**src/sv/sui_pkg.sv**
```systemverilog
// shared types and constants of the set union / intersection / difference core
package sui_pkg;

   // default storage sizes
   localparam int SET_DEPTH_DEF   = 32;
   localparam int VALUE_WIDTH_DEF = 32;

   // fixed field widths
   localparam int ELEM_W = 32;
   localparam int OPC_W  = 2;
   localparam int MODE_W = 2;
   localparam int DATA_W = 32;
   localparam int ADDR_W = 3;

   // command queue between front and engine
   localparam int QUEUE_DEPTH = 2;
   localparam int QPTR_W      = $clog2(QUEUE_DEPTH);
   localparam int QCNT_W      = $clog2(QUEUE_DEPTH + 1);

   // operation mode codes
   localparam logic [MODE_W-1:0] MODE_UNION = 2'd0;
   localparam logic [MODE_W-1:0] MODE_ISECT = 2'd1;
   localparam logic [MODE_W-1:0] MODE_DIFF  = 2'd2;

   // register index of the mode register
   localparam logic REG_MODE = 1'b0;

   // command codes
   typedef enum logic [OPC_W-1:0] {
      OPC_LOAD_A = 2'd0,
      OPC_LOAD_B = 2'd1,
      OPC_RUN    = 2'd2,
      OPC_CLEAR  = 2'd3
   } opcode_type;

   // head of the command queue as seen by the engine
   typedef struct packed {
      logic       valid;
      opcode_type kind;
   } cmd_ctl_type;

endpackage

```
**src/sv/sui_front.sv**
```systemverilog
// front end: accepts items, classifies them and queues commands for the engine
module sui_front #(
   parameter int VALUE_WIDTH = sui_pkg::VALUE_WIDTH_DEF
) (
   input  logic                              clock,
   input  logic                              reset,
   input  logic                              req_valid,
   output logic                              req_stall,
   input  logic [sui_pkg::OPC_W-1:0]         req_opcode,
   input  logic signed [sui_pkg::ELEM_W-1:0] req_element_value,
   output sui_pkg::cmd_ctl_type              cmd_ctl,
   output logic [VALUE_WIDTH-1:0]            cmd_value,
   input  logic                              cmd_pop
);
   import sui_pkg::*;

   opcode_type              in_kind;
   logic [63:0]             in_ext;
   logic [VALUE_WIDTH-1:0]  in_value;
   logic                    push;

   opcode_type              q_kind_ff [QUEUE_DEPTH];
   logic [VALUE_WIDTH-1:0]  q_val_ff  [QUEUE_DEPTH];
   logic [QPTR_W-1:0]       wr_ptr_ff, wr_ptr_in;
   logic [QPTR_W-1:0]       rd_ptr_ff, rd_ptr_in;
   logic [QCNT_W-1:0]       count_ff, count_in;

   // classify the item and keep the element at the stored width
   always_comb begin
      in_kind = opcode_type'(req_opcode);
      in_ext  = 64'(req_element_value);
      if (in_kind == OPC_LOAD_A || in_kind == OPC_LOAD_B) begin
         in_value = in_ext[VALUE_WIDTH-1:0];
      end else begin
         in_value = '0;
      end
   end

   // queue handshake
   assign req_stall = (count_ff == QCNT_W'(QUEUE_DEPTH));
   assign push      = req_valid && !req_stall;

   // pointer and fill count updates
   always_comb begin
      wr_ptr_in = wr_ptr_ff;
      rd_ptr_in = rd_ptr_ff;
      count_in  = count_ff;
      if (push) begin
         wr_ptr_in = (wr_ptr_ff == QPTR_W'(QUEUE_DEPTH - 1)) ? '0 : wr_ptr_ff + 1'b1;
      end
      if (cmd_pop) begin
         rd_ptr_in = (rd_ptr_ff == QPTR_W'(QUEUE_DEPTH - 1)) ? '0 : rd_ptr_ff + 1'b1;
      end
      if (push && !cmd_pop) begin
         count_in = count_ff + 1'b1;
      end else if (!push && cmd_pop) begin
         count_in = count_ff - 1'b1;
      end
   end

   always_ff @(posedge clock) begin
      if (reset) begin
         wr_ptr_ff <= '0;
         rd_ptr_ff <= '0;
         count_ff  <= '0;
      end else begin
         wr_ptr_ff <= wr_ptr_in;
         rd_ptr_ff <= rd_ptr_in;
         count_ff  <= count_in;
      end
   end

   // queue entries
   always_ff @(posedge clock) begin
      if (push) begin
         q_kind_ff[wr_ptr_ff] <= in_kind;
         q_val_ff[wr_ptr_ff]  <= in_value;
      end
   end

   // head of queue
   assign cmd_ctl.valid = (count_ff != '0);
   assign cmd_ctl.kind  = q_kind_ff[rd_ptr_ff];
   assign cmd_value     = q_val_ff[rd_ptr_ff];

endmodule

```
**src/sv/sui_engine.sv**
```systemverilog
// back end: set stores, scan sequencer and result output register
module sui_engine #(
   parameter int SET_DEPTH   = sui_pkg::SET_DEPTH_DEF,
   parameter int VALUE_WIDTH = sui_pkg::VALUE_WIDTH_DEF
) (
   input  logic                              clock,
   input  logic                              reset,
   input  sui_pkg::cmd_ctl_type              cmd_ctl,
   input  logic [VALUE_WIDTH-1:0]            cmd_value,
   output logic                              cmd_pop,
   input  logic [sui_pkg::MODE_W-1:0]        op_mode,
   output logic                              rsp_valid,
   input  logic                              rsp_stall,
   output logic signed [sui_pkg::ELEM_W-1:0] rsp_result_value,
   output logic                              rsp_last_item,
   output logic                              rsp_empty_result,
   output logic                              rsp_overflow_seen
);
   import sui_pkg::*;

   localparam int CNT_W = $clog2(SET_DEPTH + 1);
   localparam int IDX_W = (SET_DEPTH > 1) ? $clog2(SET_DEPTH) : 1;
   localparam logic [CNT_W-1:0] DEPTH_C = CNT_W'(SET_DEPTH);

   typedef enum logic [9:0] {
      S_IDLE    = 10'b00_0000_0001,
      S_LD_CHK  = 10'b00_0000_0010,
      S_LD_CMP  = 10'b00_0000_0100,
      S_UB_CHK  = 10'b00_0000_1000,
      S_UB_TAKE = 10'b00_0001_0000,
      S_A_CHK   = 10'b00_0010_0000,
      S_B_CHK   = 10'b00_0100_0000,
      S_B_CMP   = 10'b00_1000_0000,
      S_A_TAKE  = 10'b01_0000_0000,
      S_FIN     = 10'b10_0000_0000
   } state_type;

   state_type               state_ff, state_in;
   logic [CNT_W-1:0]        cnt_a_ff, cnt_a_in;
   logic [CNT_W-1:0]        cnt_b_ff, cnt_b_in;
   logic                    ovf_ff, ovf_in;
   logic [CNT_W-1:0]        sc_ff, sc_in;
   logic [CNT_W-1:0]        ai_ff, ai_in;
   logic [VALUE_WIDTH-1:0]  key_ff, key_in;
   logic                    tgt_b_ff, tgt_b_in;
   logic                    isect_ff, isect_in;
   logic                    pend_v_ff, pend_v_in;
   logic [VALUE_WIDTH-1:0]  pend_val_ff, pend_val_in;

   logic                    out_v_ff, out_v_in;
   logic [ELEM_W-1:0]       out_val_ff, out_val_in;
   logic                    out_last_ff, out_last_in;
   logic                    out_empty_ff, out_empty_in;
   logic                    out_ovf_ff, out_ovf_in;

   logic [VALUE_WIDTH-1:0]  mem_a [SET_DEPTH];
   logic [VALUE_WIDTH-1:0]  mem_b [SET_DEPTH];
   logic [VALUE_WIDTH-1:0]  a_rd_ff, b_rd_ff;
   logic [IDX_W-1:0]        a_raddr, b_raddr, w_addr;
   logic                    wa_en, wb_en;

   logic                    out_free, can_take;
   logic                    push, push_last, push_empty;
   logic [VALUE_WIDTH-1:0]  push_val;
   logic [63:0]             push_ext;
   logic [CNT_W-1:0]        cur_cnt;
   logic [VALUE_WIDTH-1:0]  cur_rd;

   // read addresses: inner scan index, outer A index outside load scans
   always_comb begin
      if (state_ff == S_LD_CHK || state_ff == S_LD_CMP) begin
         a_raddr = sc_ff[IDX_W-1:0];
      end else begin
         a_raddr = ai_ff[IDX_W-1:0];
      end
      b_raddr = sc_ff[IDX_W-1:0];
      cur_cnt = tgt_b_ff ? cnt_b_ff : cnt_a_ff;
      cur_rd  = tgt_b_ff ? b_rd_ff : a_rd_ff;
      w_addr  = cur_cnt[IDX_W-1:0];
   end

   // set stores
   always_ff @(posedge clock) begin
      if (wa_en) begin
         mem_a[w_addr] <= key_ff;
      end
      if (wb_en) begin
         mem_b[w_addr] <= key_ff;
      end
      a_rd_ff <= mem_a[a_raddr];
      b_rd_ff <= mem_b[b_raddr];
   end

   assign out_free = !out_v_ff || !rsp_stall;
   assign can_take = !pend_v_ff || out_free;

   // sequencer
   always_comb begin
      state_in    = state_ff;
      cnt_a_in    = cnt_a_ff;
      cnt_b_in    = cnt_b_ff;
      ovf_in      = ovf_ff;
      sc_in       = sc_ff;
      ai_in       = ai_ff;
      key_in      = key_ff;
      tgt_b_in    = tgt_b_ff;
      isect_in    = isect_ff;
      pend_v_in   = pend_v_ff;
      pend_val_in = pend_val_ff;
      cmd_pop     = 1'b0;
      wa_en       = 1'b0;
      wb_en       = 1'b0;
      push        = 1'b0;
      push_val    = pend_val_ff;
      push_last   = 1'b0;
      push_empty  = 1'b0;

      unique case (state_ff)
         S_IDLE: begin
            if (cmd_ctl.valid) begin
               cmd_pop = 1'b1;
               sc_in   = '0;
               ai_in   = '0;
               unique case (cmd_ctl.kind)
                  OPC_LOAD_A: begin
                     key_in   = cmd_value;
                     tgt_b_in = 1'b0;
                     state_in = S_LD_CHK;
                  end
                  OPC_LOAD_B: begin
                     key_in   = cmd_value;
                     tgt_b_in = 1'b1;
                     state_in = S_LD_CHK;
                  end
                  OPC_RUN: begin
                     isect_in  = (op_mode == MODE_ISECT);
                     pend_v_in = 1'b0;
                     if (op_mode == MODE_UNION) begin
                        state_in = S_UB_CHK;
                     end else if (op_mode == MODE_ISECT || op_mode == MODE_DIFF) begin
                        state_in = S_A_CHK;
                     end else begin
                        state_in = S_FIN;
                     end
                  end
                  OPC_CLEAR: begin
                     cnt_a_in = '0;
                     cnt_b_in = '0;
                  end
                  default: ;
               endcase
            end
         end

         // duplicate scan over the target set, then append or flag overflow
         S_LD_CHK: begin
            if (sc_ff == cur_cnt) begin
               if (cur_cnt == DEPTH_C) begin
                  ovf_in = 1'b1;
               end else if (tgt_b_ff) begin
                  wb_en    = 1'b1;
                  cnt_b_in = cnt_b_ff + 1'b1;
               end else begin
                  wa_en    = 1'b1;
                  cnt_a_in = cnt_a_ff + 1'b1;
               end
               state_in = S_IDLE;
            end else begin
               state_in = S_LD_CMP;
            end
         end
         S_LD_CMP: begin
            if (cur_rd == key_ff) begin
               state_in = S_IDLE;
            end else begin
               sc_in    = sc_ff + 1'b1;
               state_in = S_LD_CHK;
            end
         end

         // union: all of B in load order
         S_UB_CHK: begin
            if (sc_ff == cnt_b_ff) begin
               ai_in    = '0;
               state_in = S_A_CHK;
            end else begin
               state_in = S_UB_TAKE;
            end
         end
         S_UB_TAKE: begin
            if (can_take) begin
               push        = pend_v_ff;
               pend_v_in   = 1'b1;
               pend_val_in = b_rd_ff;
               sc_in       = sc_ff + 1'b1;
               state_in    = S_UB_CHK;
            end
         end

         // outer walk over A, inner search through B
         S_A_CHK: begin
            if (ai_ff == cnt_a_ff) begin
               state_in = S_FIN;
            end else begin
               sc_in    = '0;
               state_in = S_B_CHK;
            end
         end
         S_B_CHK: begin
            if (sc_ff == cnt_b_ff) begin
               if (!isect_ff) begin
                  state_in = S_A_TAKE;
               end else begin
                  ai_in    = ai_ff + 1'b1;
                  state_in = S_A_CHK;
               end
            end else begin
               state_in = S_B_CMP;
            end
         end
         S_B_CMP: begin
            if (b_rd_ff == a_rd_ff) begin
               if (isect_ff) begin
                  state_in = S_A_TAKE;
               end else begin
                  ai_in    = ai_ff + 1'b1;
                  state_in = S_A_CHK;
               end
            end else begin
               sc_in    = sc_ff + 1'b1;
               state_in = S_B_CHK;
            end
         end
         S_A_TAKE: begin
            if (can_take) begin
               push        = pend_v_ff;
               pend_v_in   = 1'b1;
               pend_val_in = a_rd_ff;
               ai_in       = ai_ff + 1'b1;
               state_in    = S_A_CHK;
            end
         end

         // flush the held item as last, or send the empty marker
         S_FIN: begin
            if (out_free) begin
               push       = 1'b1;
               push_last  = 1'b1;
               push_empty = !pend_v_ff;
               push_val   = pend_v_ff ? pend_val_ff : '0;
               pend_v_in  = 1'b0;
               state_in   = S_IDLE;
            end
         end

         default: state_in = S_IDLE;
      endcase
   end

   // output register
   always_comb begin
      push_ext     = 64'($signed(push_val));
      out_v_in     = out_v_ff;
      out_val_in   = out_val_ff;
      out_last_in  = out_last_ff;
      out_empty_in = out_empty_ff;
      out_ovf_in   = out_ovf_ff;
      if (push) begin
         out_v_in     = 1'b1;
         out_val_in   = push_ext[ELEM_W-1:0];
         out_last_in  = push_last;
         out_empty_in = push_empty;
         out_ovf_in   = ovf_ff;
      end else if (!rsp_stall) begin
         out_v_in = 1'b0;
      end
   end

   always_ff @(posedge clock) begin
      if (reset) begin
         state_ff  <= S_IDLE;
         cnt_a_ff  <= '0;
         cnt_b_ff  <= '0;
         ovf_ff    <= 1'b0;
         pend_v_ff <= 1'b0;
         out_v_ff  <= 1'b0;
      end else begin
         state_ff  <= state_in;
         cnt_a_ff  <= cnt_a_in;
         cnt_b_ff  <= cnt_b_in;
         ovf_ff    <= ovf_in;
         pend_v_ff <= pend_v_in;
         out_v_ff  <= out_v_in;
      end
   end

   always_ff @(posedge clock) begin
      sc_ff        <= sc_in;
      ai_ff        <= ai_in;
      key_ff       <= key_in;
      tgt_b_ff     <= tgt_b_in;
      isect_ff     <= isect_in;
      pend_val_ff  <= pend_val_in;
      out_val_ff   <= out_val_in;
      out_last_ff  <= out_last_in;
      out_empty_ff <= out_empty_in;
      out_ovf_ff   <= out_ovf_in;
   end

   assign rsp_valid         = out_v_ff;
   assign rsp_result_value  = out_val_ff;
   assign rsp_last_item     = out_last_ff;
   assign rsp_empty_result  = out_empty_ff;
   assign rsp_overflow_seen = out_ovf_ff;

   // set counts stay within the store
   a_count_bound: assert property (@(posedge clock) disable iff (reset)
      cnt_a_ff <= DEPTH_C && cnt_b_ff <= DEPTH_C)
      else $error("set count beyond store depth");

   // no result item is held back once a run has finished
   a_idle_no_pending: assert property (@(posedge clock) disable iff (reset)
      state_ff == S_IDLE |-> !pend_v_ff)
      else $error("held result item left over in idle");

   // an empty result closes its run
   a_empty_is_last: assert property (@(posedge clock) disable iff (reset)
      out_v_ff && out_empty_ff |-> out_last_ff)
      else $error("empty marker not flagged last");

   // overflow is sticky until reset
   a_ovf_sticky: assert property (@(posedge clock) disable iff (reset)
      ovf_ff |=> ovf_ff)
      else $error("overflow flag dropped without reset");

endmodule

```
**src/sv/set_union_intersection_difference_core.sv**
```systemverilog
// Set union / intersection / difference core: two sets of unique elements, A and B, are loaded
// one item at a time; a run item streams out the union, intersection or difference A minus B
// as selected by the mode register, with the final item marked last and an empty result sent
// as one item marked empty. Every item goes through a two-entry command queue to a sequencer
// whose set stores have one registered read port each. A load of a value into a set does a
// duplicate search, then an append. A union run streams B first; union, intersection and
// difference runs then walk A with an inner search through B, and the fourth mode code sends
// the empty result. A stalled result side can hold the engine. Up to two items are taken
// while the engine is busy.
module set_union_intersection_difference_core #(
   parameter int SET_DEPTH   = sui_pkg::SET_DEPTH_DEF,
   parameter int VALUE_WIDTH = sui_pkg::VALUE_WIDTH_DEF
) (
   input  logic                              clock,
   input  logic                              reset,
   // input item channel
   input  logic                              req_valid,
   output logic                              req_stall,
   input  logic [sui_pkg::OPC_W-1:0]         req_opcode,
   input  logic signed [sui_pkg::ELEM_W-1:0] req_element_value,
   // result item channel
   output logic                              rsp_valid,
   input  logic                              rsp_stall,
   output logic signed [sui_pkg::ELEM_W-1:0] rsp_result_value,
   output logic                              rsp_last_item,
   output logic                              rsp_empty_result,
   output logic                              rsp_overflow_seen,
   // register port
   input  logic                              psel,
   input  logic                              penable,
   input  logic                              pwrite,
   input  logic [sui_pkg::ADDR_W-1:0]        paddr,
   input  logic [sui_pkg::DATA_W-1:0]        pwdata,
   output logic [sui_pkg::DATA_W-1:0]        prdata,
   output logic                              pready
);
   import sui_pkg::*;

   logic [MODE_W-1:0]       mode_ff, mode_in;
   logic                    reg_wr;
   cmd_ctl_type             cmd_ctl;
   logic [VALUE_WIDTH-1:0]  cmd_value;
   logic                    cmd_pop;

   // mode register
   assign pready = 1'b1;
   assign reg_wr = psel && penable && pwrite && pready && (paddr[2] == REG_MODE);

   always_comb begin
      mode_in = mode_ff;
      if (reg_wr) begin
         mode_in = pwdata[MODE_W-1:0];
      end
   end

   always_ff @(posedge clock) begin
      if (reset) begin
         mode_ff <= MODE_UNION;
      end else begin
         mode_ff <= mode_in;
      end
   end

   // register read-back
   always_comb begin
      prdata = '0;
      if (paddr[2] == REG_MODE) begin
         prdata = DATA_W'(mode_ff);
      end
   end

   // front end
   sui_front #(
      .VALUE_WIDTH (VALUE_WIDTH)
   ) u_front (
      .clock             (clock),
      .reset             (reset),
      .req_valid         (req_valid),
      .req_stall         (req_stall),
      .req_opcode        (req_opcode),
      .req_element_value (req_element_value),
      .cmd_ctl           (cmd_ctl),
      .cmd_value         (cmd_value),
      .cmd_pop           (cmd_pop)
   );

   // engine
   sui_engine #(
      .SET_DEPTH   (SET_DEPTH),
      .VALUE_WIDTH (VALUE_WIDTH)
   ) u_engine (
      .clock             (clock),
      .reset             (reset),
      .cmd_ctl           (cmd_ctl),
      .cmd_value         (cmd_value),
      .cmd_pop           (cmd_pop),
      .op_mode           (mode_ff),
      .rsp_valid         (rsp_valid),
      .rsp_stall         (rsp_stall),
      .rsp_result_value  (rsp_result_value),
      .rsp_last_item     (rsp_last_item),
      .rsp_empty_result  (rsp_empty_result),
      .rsp_overflow_seen (rsp_overflow_seen)
   );

endmodule

```
**config.mk**
```make
export PLATFORM = sky130hd
export DESIGN_NAME = set_union_intersection_difference_core
export DESIGN_NICKNAME = d
export VERILOG_FILES = /design/src/sv/sui_pkg.sv /design/src/sv/sui_front.sv /design/src/sv/sui_engine.sv /design/src/sv/set_union_intersection_difference_core.sv
export SDC_FILE = /design/constraint.sdc
export NUM_CORES = 2
export LEC_CHECK = 0
export CORE_ASPECT_RATIO = 2
export CORE_UTILIZATION = 57
export CTS_CLUSTER_SIZE = 28
export DETAILED_ROUTE_END_ITERATION = 16
export DONT_BUFFER_PORTS = 1
export HOLD_SLACK_MARGIN = 0.05
export PLACE_DENSITY = 0.75
export SLEW_MARGIN = 5
export SYNTH_ARGS = -nofsm -noshare
export SYNTH_HDL_FRONTEND = slang
export SYNTH_SLANG_ARGS = --single-unit
```
**constraint.sdc**
```tcl
create_clock -name clock -period 9.8 [get_ports clock]
set_clock_uncertainty 0.05 [all_clocks]
set_input_delay 0.98 -clock clock [delete_from_list [all_inputs] [get_ports clock]]
set_output_delay 0.98 -clock clock [all_outputs]
set_load 0.01 [all_outputs]
```
---- After elaboration in Yosys (flattened, before gate mapping) ----
Memories as Yosys holds them, arrays and structs flattened. A register that Yosys moved wholly into a read port is not among the register bits.
Index checks and enable logic that the tools add are counted.
storage, ports and cells
  register bits ........................... 112
  RAM bits ................................ 2,116
  input port bits ......................... 76
  output and inout port bits .............. 70
  logic and storage cells ................. 201
  memories kept ........................... 4
memories
  name               depth  bits a word  rd ports  clocked after memory_dff  wr ports  line              source
  u_engine.mem_a     32     32           1         1                         1         sui_engine.sv:56  logic [VALUE_WIDTH-1:0] mem_a [SET_DEPTH];
  u_engine.mem_b     32     32           1         1                         1         sui_engine.sv:57  logic [VALUE_WIDTH-1:0] mem_b [SET_DEPTH];
  u_front.q_val_ff   2      32           1         1                         1         sui_front.sv:23   logic [VALUE_WIDTH-1:0] q_val_ff [QUEUE_DEPTH];
  u_front.q_kind_ff  2      2            1         1                         1         sui_front.sv:22   opcode_type q_kind_ff [QUEUE_DEPTH];
operators by class
  $add $sub $neg .......................... 8
  equal/unequal tests ..................... 44
  muxes and demuxes ....................... 83
  bitwise logic cells ..................... 1
  reduce and logical (&&, ||, !) cells .... 42
operators by type and width
  operator              count
  $mux 32               7
  $mux 6                21
  $pmux 10 s10          1
  $mux 10               7
  $eq 32x32->1          2
  $pmux 32 s2           1
  $pmux 6 s5            2
  $mux 9                4
  $mux 1                28
  $add 6x1->6 const B   4
  $pmux 6 s2            2
  $ne 2x1->1 const B    10
  $ne 2x2->1 const B    10
  $pmux 10 s2           1
  $eq 6x6->1            3
  $reduce_and 6->1      3
  $reduce_and 3->1      5
  $eq 10x1->1 const B   1
  $eq 10x10->1 const B  1
  $eq 10x2->1 const B   1
  $eq 10x3->1 const B   1
  $eq 10x4->1 const B   1
  $eq 10x5->1 const B   1
  $eq 10x6->1 const B   1
  other kinds (27)      60

---- Depth between registers and ports, before layout ----
  depth in word-level cells ............... 7
  mapped depth ............................ 11
  gate-level depth less buffers ........... 8

---- Cells and area by module ----
A second synthesis with hierarchy kept.
unflattened totals
  cells, all modules ...................... 5,708
  area, all modules ....................... 91,200.0 µm²
modules (own cells, without submodules)
  module                                  times used  cells an instance  area each (µm²)
  sui_engine                              1           5,498              87,971.9
  sui_front                               1           166                2,875.3
  set_union_intersection_difference_core  1           44                 352.8

---- Least setup slack after synthesis ----
No wires, ideal clock.
  path type ............................... reg-to-reg
  start ................................... register u_engine.tgt_b_ff
  end ..................................... memory u_engine.mem_a[10][0] in the netlist's numbering, enable pin
  library setup time ...................... 421 ps
  data arrival time ....................... 3,683 ps
  setup slack ............................. 5,646 ps
  stages on the path, launching flop included .. 10
  path buffers ............................ 3
  path through ............................ edfxtp_1 -> clkbuf_1 -> buf_2 -> mux2i_1 -> xnor2_1 -> nor4_2 -> nand4_1 -> or3b_1 -> clkbuf_1 -> nor2_1
on the way
  cells in the longest elaborated chain, start to end .. 7
  elaborated cells on any way between the ends .. 9
  classes of those cells .................. 2 x eq/ne; 7 x mux
RTL lines
  element                       line               source
  start, declared               sui_engine.sv:45   logic tgt_b_ff, tgt_b_in;
  start signal, assigned        sui_engine.sv:301  tgt_b_ff <= tgt_b_in;
  $mux 6                        sui_engine.sv:77   cur_cnt = tgt_b_ff ? cnt_b_ff : cnt_a_ff;
  $eq 6x6->1                    sui_engine.sv:158  if (cur_cnt == DEPTH_C) begin
  $mux 1                        sui_engine.sv:158
  $mux 1                        sui_engine.sv:157  if (sc_ff == cur_cnt) begin
  $mux 1                        sui_engine.sv:118  unique case (state_ff)
  $mux 1                        sui_engine.sv:84   if (wa_en) begin
  $mux 1 (not written as such)  sui_engine.sv:85   mem_a[w_addr] <= key_ff;
  end, declared                 sui_engine.sv:56
Parallel ways exist; a longest one is shown, timed or not.

---- Worst setup path in the final report ----
  start ................................... register u_engine.state_ff[9]
  end ..................................... register u_engine.a_rd_ff[25], read port of u_engine.mem_a
on the way
  cells in the longest elaborated chain, start to end .. 3
  elaborated cells on any way between the ends .. 4
  classes of those cells .................. 2 x eq/ne; 1 x mux; 1 x reduce/logical
RTL lines
  element                                     line               source
  start, declared                             sui_engine.sv:38   state_type state_ff, state_in;
  start signal, assigned                      sui_engine.sv:288  state_ff <= state_in;
  $eq 10x2->1 or $eq 10x3->1 (tied branches)  sui_engine.sv:71   if (state_ff == S_LD_CHK || state_ff == S_LD_CMP) begin
  $logic_or 1x1->1 (*)                        sui_engine.sv:71
  $mux 5 (*)                                  sui_engine.sv:71
  end, declared                               sui_engine.sv:58   logic [VALUE_WIDTH-1:0] a_rd_ff, b_rd_ff;
Mark *: on every way between the ends. The rest lies on a longest branch, timed or not.
A chain may end at the register's enable or synchronous reset.

==> flow_summary_export.csv <==
group,metric,value,unit
status,status,"complete, no violations",
hold_path,min_to,"u_engine.cnt_a_ff[0]",
clock_tree,numCtsBuffers,191,
hold_path,hold_depth,1,
synthesis,netlist_instances,5261,
clock_tree,cts_setup_buffers,0,
placement,postPlaceCellArea,93700,µm²
placement,place.gp.congestion,0.945,
drt,drtAntennaViolNets,0,
timing,fin_tns_setup,0,ns
synthesis,ys_ff_latch,2325,
drt,wl_per_cell,32.2,µm
clock_tree,htree_levels,4,
timing,min_period,4.86,ns
timing,finalHoldViolCount,0,
grt,met2_usage,53.7,%
timing,finalSetupViolCount,0,
clock_tree,clkTransAtPathRegs,0.07,ns
timing,worst_pin_slew,1.44,ns
clock_tree,cts_buffer_depth,4,
drt,drc,0,
die,io_pins,146,
hold_path,hold_path_class,"in2reg",
worst_setup_path,startpoint_type,"register",
power_and_ir_drop,p_leak,0.0319,µW
grt,grt_pass1_wl,343000,µm
die,core.rowCount,206,
die,fp.dieW,284,µm
timing,fin_crit_sh,49.6,%
worst_setup_path,r2r_setup_slack,4.94,ns
grt,grt_use_met3,4.57,%
power_and_ir_drop,vdd_drop_max,0.249,mV
timing,slew_violations,0,
worst_setup_path,critPathMaxFanout,102,
timing,maxClockFrequency,206,MHz
worst_setup_path,r2r_cells,9,
worst_setup_path,crit_required,10.43,ns
worst_setup_path,path_class,"reg2reg",
layout,final_common_cell,"edfxtp_1",
drt,viasPerCell,6.63,
die,start_util,57.5,%
layout,postLayoutCoreUtil,63.3,%
timing,relSlewSlack,4.27,%
die,dieArea,161000,µm²
clock_tree,clock_latency,0.86,ns
power_and_ir_drop,p_total,28000,µW
synthesis,syn-cell-area,90500,µm²
flow_run,drv_cap,0,
grt,met1_usage,31.8,%
synthesis,synth_edf_count,2229,
die,coreArea,157000,µm²
worst_setup_path,rr_endpoint,"u_engine.a_rd_ff[25]",
grt,grt_antenna_before_repair,13,
drt,drt_wl_total,243000,µm
grt,gr-total-overflow,0,
layout,fin_area,99800,µm²
drt,drtIter0Drc,5795,
hold_path,min_from,"reset",
timing,rsz0062_at_grt,"false",
synthesis,ys_seq_area_share,76.1,%
power_and_ir_drop,p_per_area,280,nW/µm²
grt,grt_pass1_vias,50200,
placement,numPortBuffers,0,
drt,via_count,50000,
grt,track_usage,30.2,%
synthesis,yosys_most_used_dff,"edfxtp_1",
synthesis,yosysWarnings,0,
clock_tree,postCtsHoldBufs,0,
die,die_h,566,µm
clock_tree,cts_resized,0,
grt,top_usage_layer,"met2",
placement,dp_hpwl,139000,µm
layout,synthToLayoutAreaGrowth,10.2,%
layout,finalNetCount,5398,
clock_tree,cts_tree,"built",
clock_tree,cts.sink_count,2325,
grt,grt_max_degree,147,
synthesis,netlist-cell-type-count,80,
layout,mostFrequentLayoutCells,"2,229 x edfxtp_1, 861 x nand2_1, 321 x mux4_2",
worst_setup_path,worstSetupEndpointType,"register",
layout,drive_gt1_share,17.0,%
clock_tree,root_buffer,"clkbuf_16",
worst_setup_path,r2r_start,"u_engine.state_ff[9]",
synthesis,ys_async_sr_fraction,0,%
drt,dr.pass1.iters,8,
synthesis,avgSynthCellArea,17.2,µm²
worst_setup_path,crit_arrival,5.48,ns
==> stage by stage <==
step           worst slack, ns  hold slack (ns)  instances
6_report                  4.94            0.172       7546
5_1_grt                   4.78            0.164       7542
4_1_cts                   5.05            0.149       7541
3_5_place_dp              5.09            0.460       7201
3_3_place_gp              5.17            0.428       7201
2_1_floorplan             5.65            0.359       5290
==> final cells by class <==
class,count,area (µm²)
diodes,5,12.5
clock buffers,260,5290
clock inverters,80,807
fillers,10400,57700
inverters,24,92.6
multi-input cells,2616,20800
flip-flops and latches,2325,68900
well taps,2080,2600
repair buffers,156,1260
==> worst max path at each step <==
stage          slack (ns)  depth (start not counted)                endpoint            startpoint
2_1_floorplan        5.65                          9   u_engine.mem_a[10][0]     u_engine.tgt_b_ff
3_3_place_gp         5.17                          8    u_engine.a_rd_ff[30]  u_engine.state_ff[0]
3_5_place_dp         5.09                          8    u_engine.a_rd_ff[30]  u_engine.state_ff[4]
4_1_cts              5.05                          8  u_engine.mem_b[27][15]     u_engine.tgt_b_ff
5_1_grt              4.78                          8  u_engine.mem_b[27][15]     u_engine.tgt_b_ff
6_report             4.94                          9    u_engine.a_rd_ff[25]  u_engine.state_ff[9]
==> synth_stat cells, drive strengths merged, types with 3 or more instances <==
cell type / count / area [µm²]
o221ai: 3 / 32.5
a211oi: 103 / 778
xor2: 17 / 149
mux2i: 98 / 981
and3: 68 / 425
a31oi: 125 / 782
a22oi: 21 / 158
o21ai: 16 / 83.8
buf: 170 / 918
nor3b: 5 / 37.5
nor3: 14 / 85.1
nand3b: 3 / 22.5
nor2: 122 / 470
inv: 23 / 86.3
clkbuf: 155 / 583
o2111ai: 17 / 149
mux2: 67 / 754
edfxtp: 2229 / 66900
nand4: 71 / 450
dfxtp: 96 / 1920
ha: 8 / 100
mux4: 321 / 7230
o22ai: 13 / 81.3
xnor2: 88 / 778
nand2b: 7 / 43.8
a21oi: 64 / 320
a311oi: 7 / 61.3
nor2b: 70 / 438
nand3: 277 / 1400
and2: 4 / 25.0
nand2: 865 / 3250
o31ai: 7 / 98.8
nor4: 26 / 233
a32oi: 41 / 359
or2: 5 / 31.3
==> registers in the layout, summed over array words and instances, names as in the netlist, 2 cells and up, named ones only <==
| name | flops |
|---|---|
| u_engine.ai_ff | 6 |
| u_engine.cnt_b_ff | 6 |
| u_engine.pend_val_ff | 32 |
| u_engine.mem_a | 1024 |
| u_engine.a_rd_ff | 32 |
| u_engine.mem_b | 1024 |
| u_front.q_kind_ff | 4 |
| u_engine.cnt_a_ff | 6 |
| u_engine.b_rd_ff | 32 |
| u_engine.key_ff | 32 |
| u_front.q_val_ff | 64 |
| u_engine.state_ff | 10 |
| u_engine.sc_ff | 6 |
| mode_ff | 2 |
| u_engine.rsp_result_value | 32 |
| u_front.count_ff | 2 |
==> where the power goes <==
group / leakage, µW / internal, µW / total [µW] / switching (µW)
Clock: 0.00298 / 4200 / 7600 / 3400
Combinational: 0.00803 / 2660 / 8010 / 5350
Sequential: 0.0209 / 12000 / 12300 / 396
==> critical path, stage by stage, from the launching register on <==
cell and delay (ns):
dfxtp_1 0.38, or4_1 0.88, o31ai_4 0.31, buf_4 0.63
nand2_8 0.64, buf_4 0.58, a211oi_1 0.32, a211oi_1 0.09
a31oi_1 0.38, nand4_1 0.25
==> layer usage <==
layer,part of all wire [%],up-vias
met4,9.2,10
met3,8.1,981
met1,30,25300
met2,52,3145
met5,0.033,-
li1,-,20600
==> logic make-up after synthesis <==
logic type / after synthesis / share of synthesized area, %
AO/OA/AOI/OAI: 438 / 3.41
XOR/XNOR: 105 / 1.02
adder cells (fa/ha/maj): 8 / 0.111
buffers and inverters: 349 / 1.76
flip-flops: 2325 / 76.1
multiplexers: 486 / 9.90
other: 2 / 0.00830
AND/OR/NAND/NOR: 1548 / 7.73
Note: power is estimated with default switching activity, not from simulation.
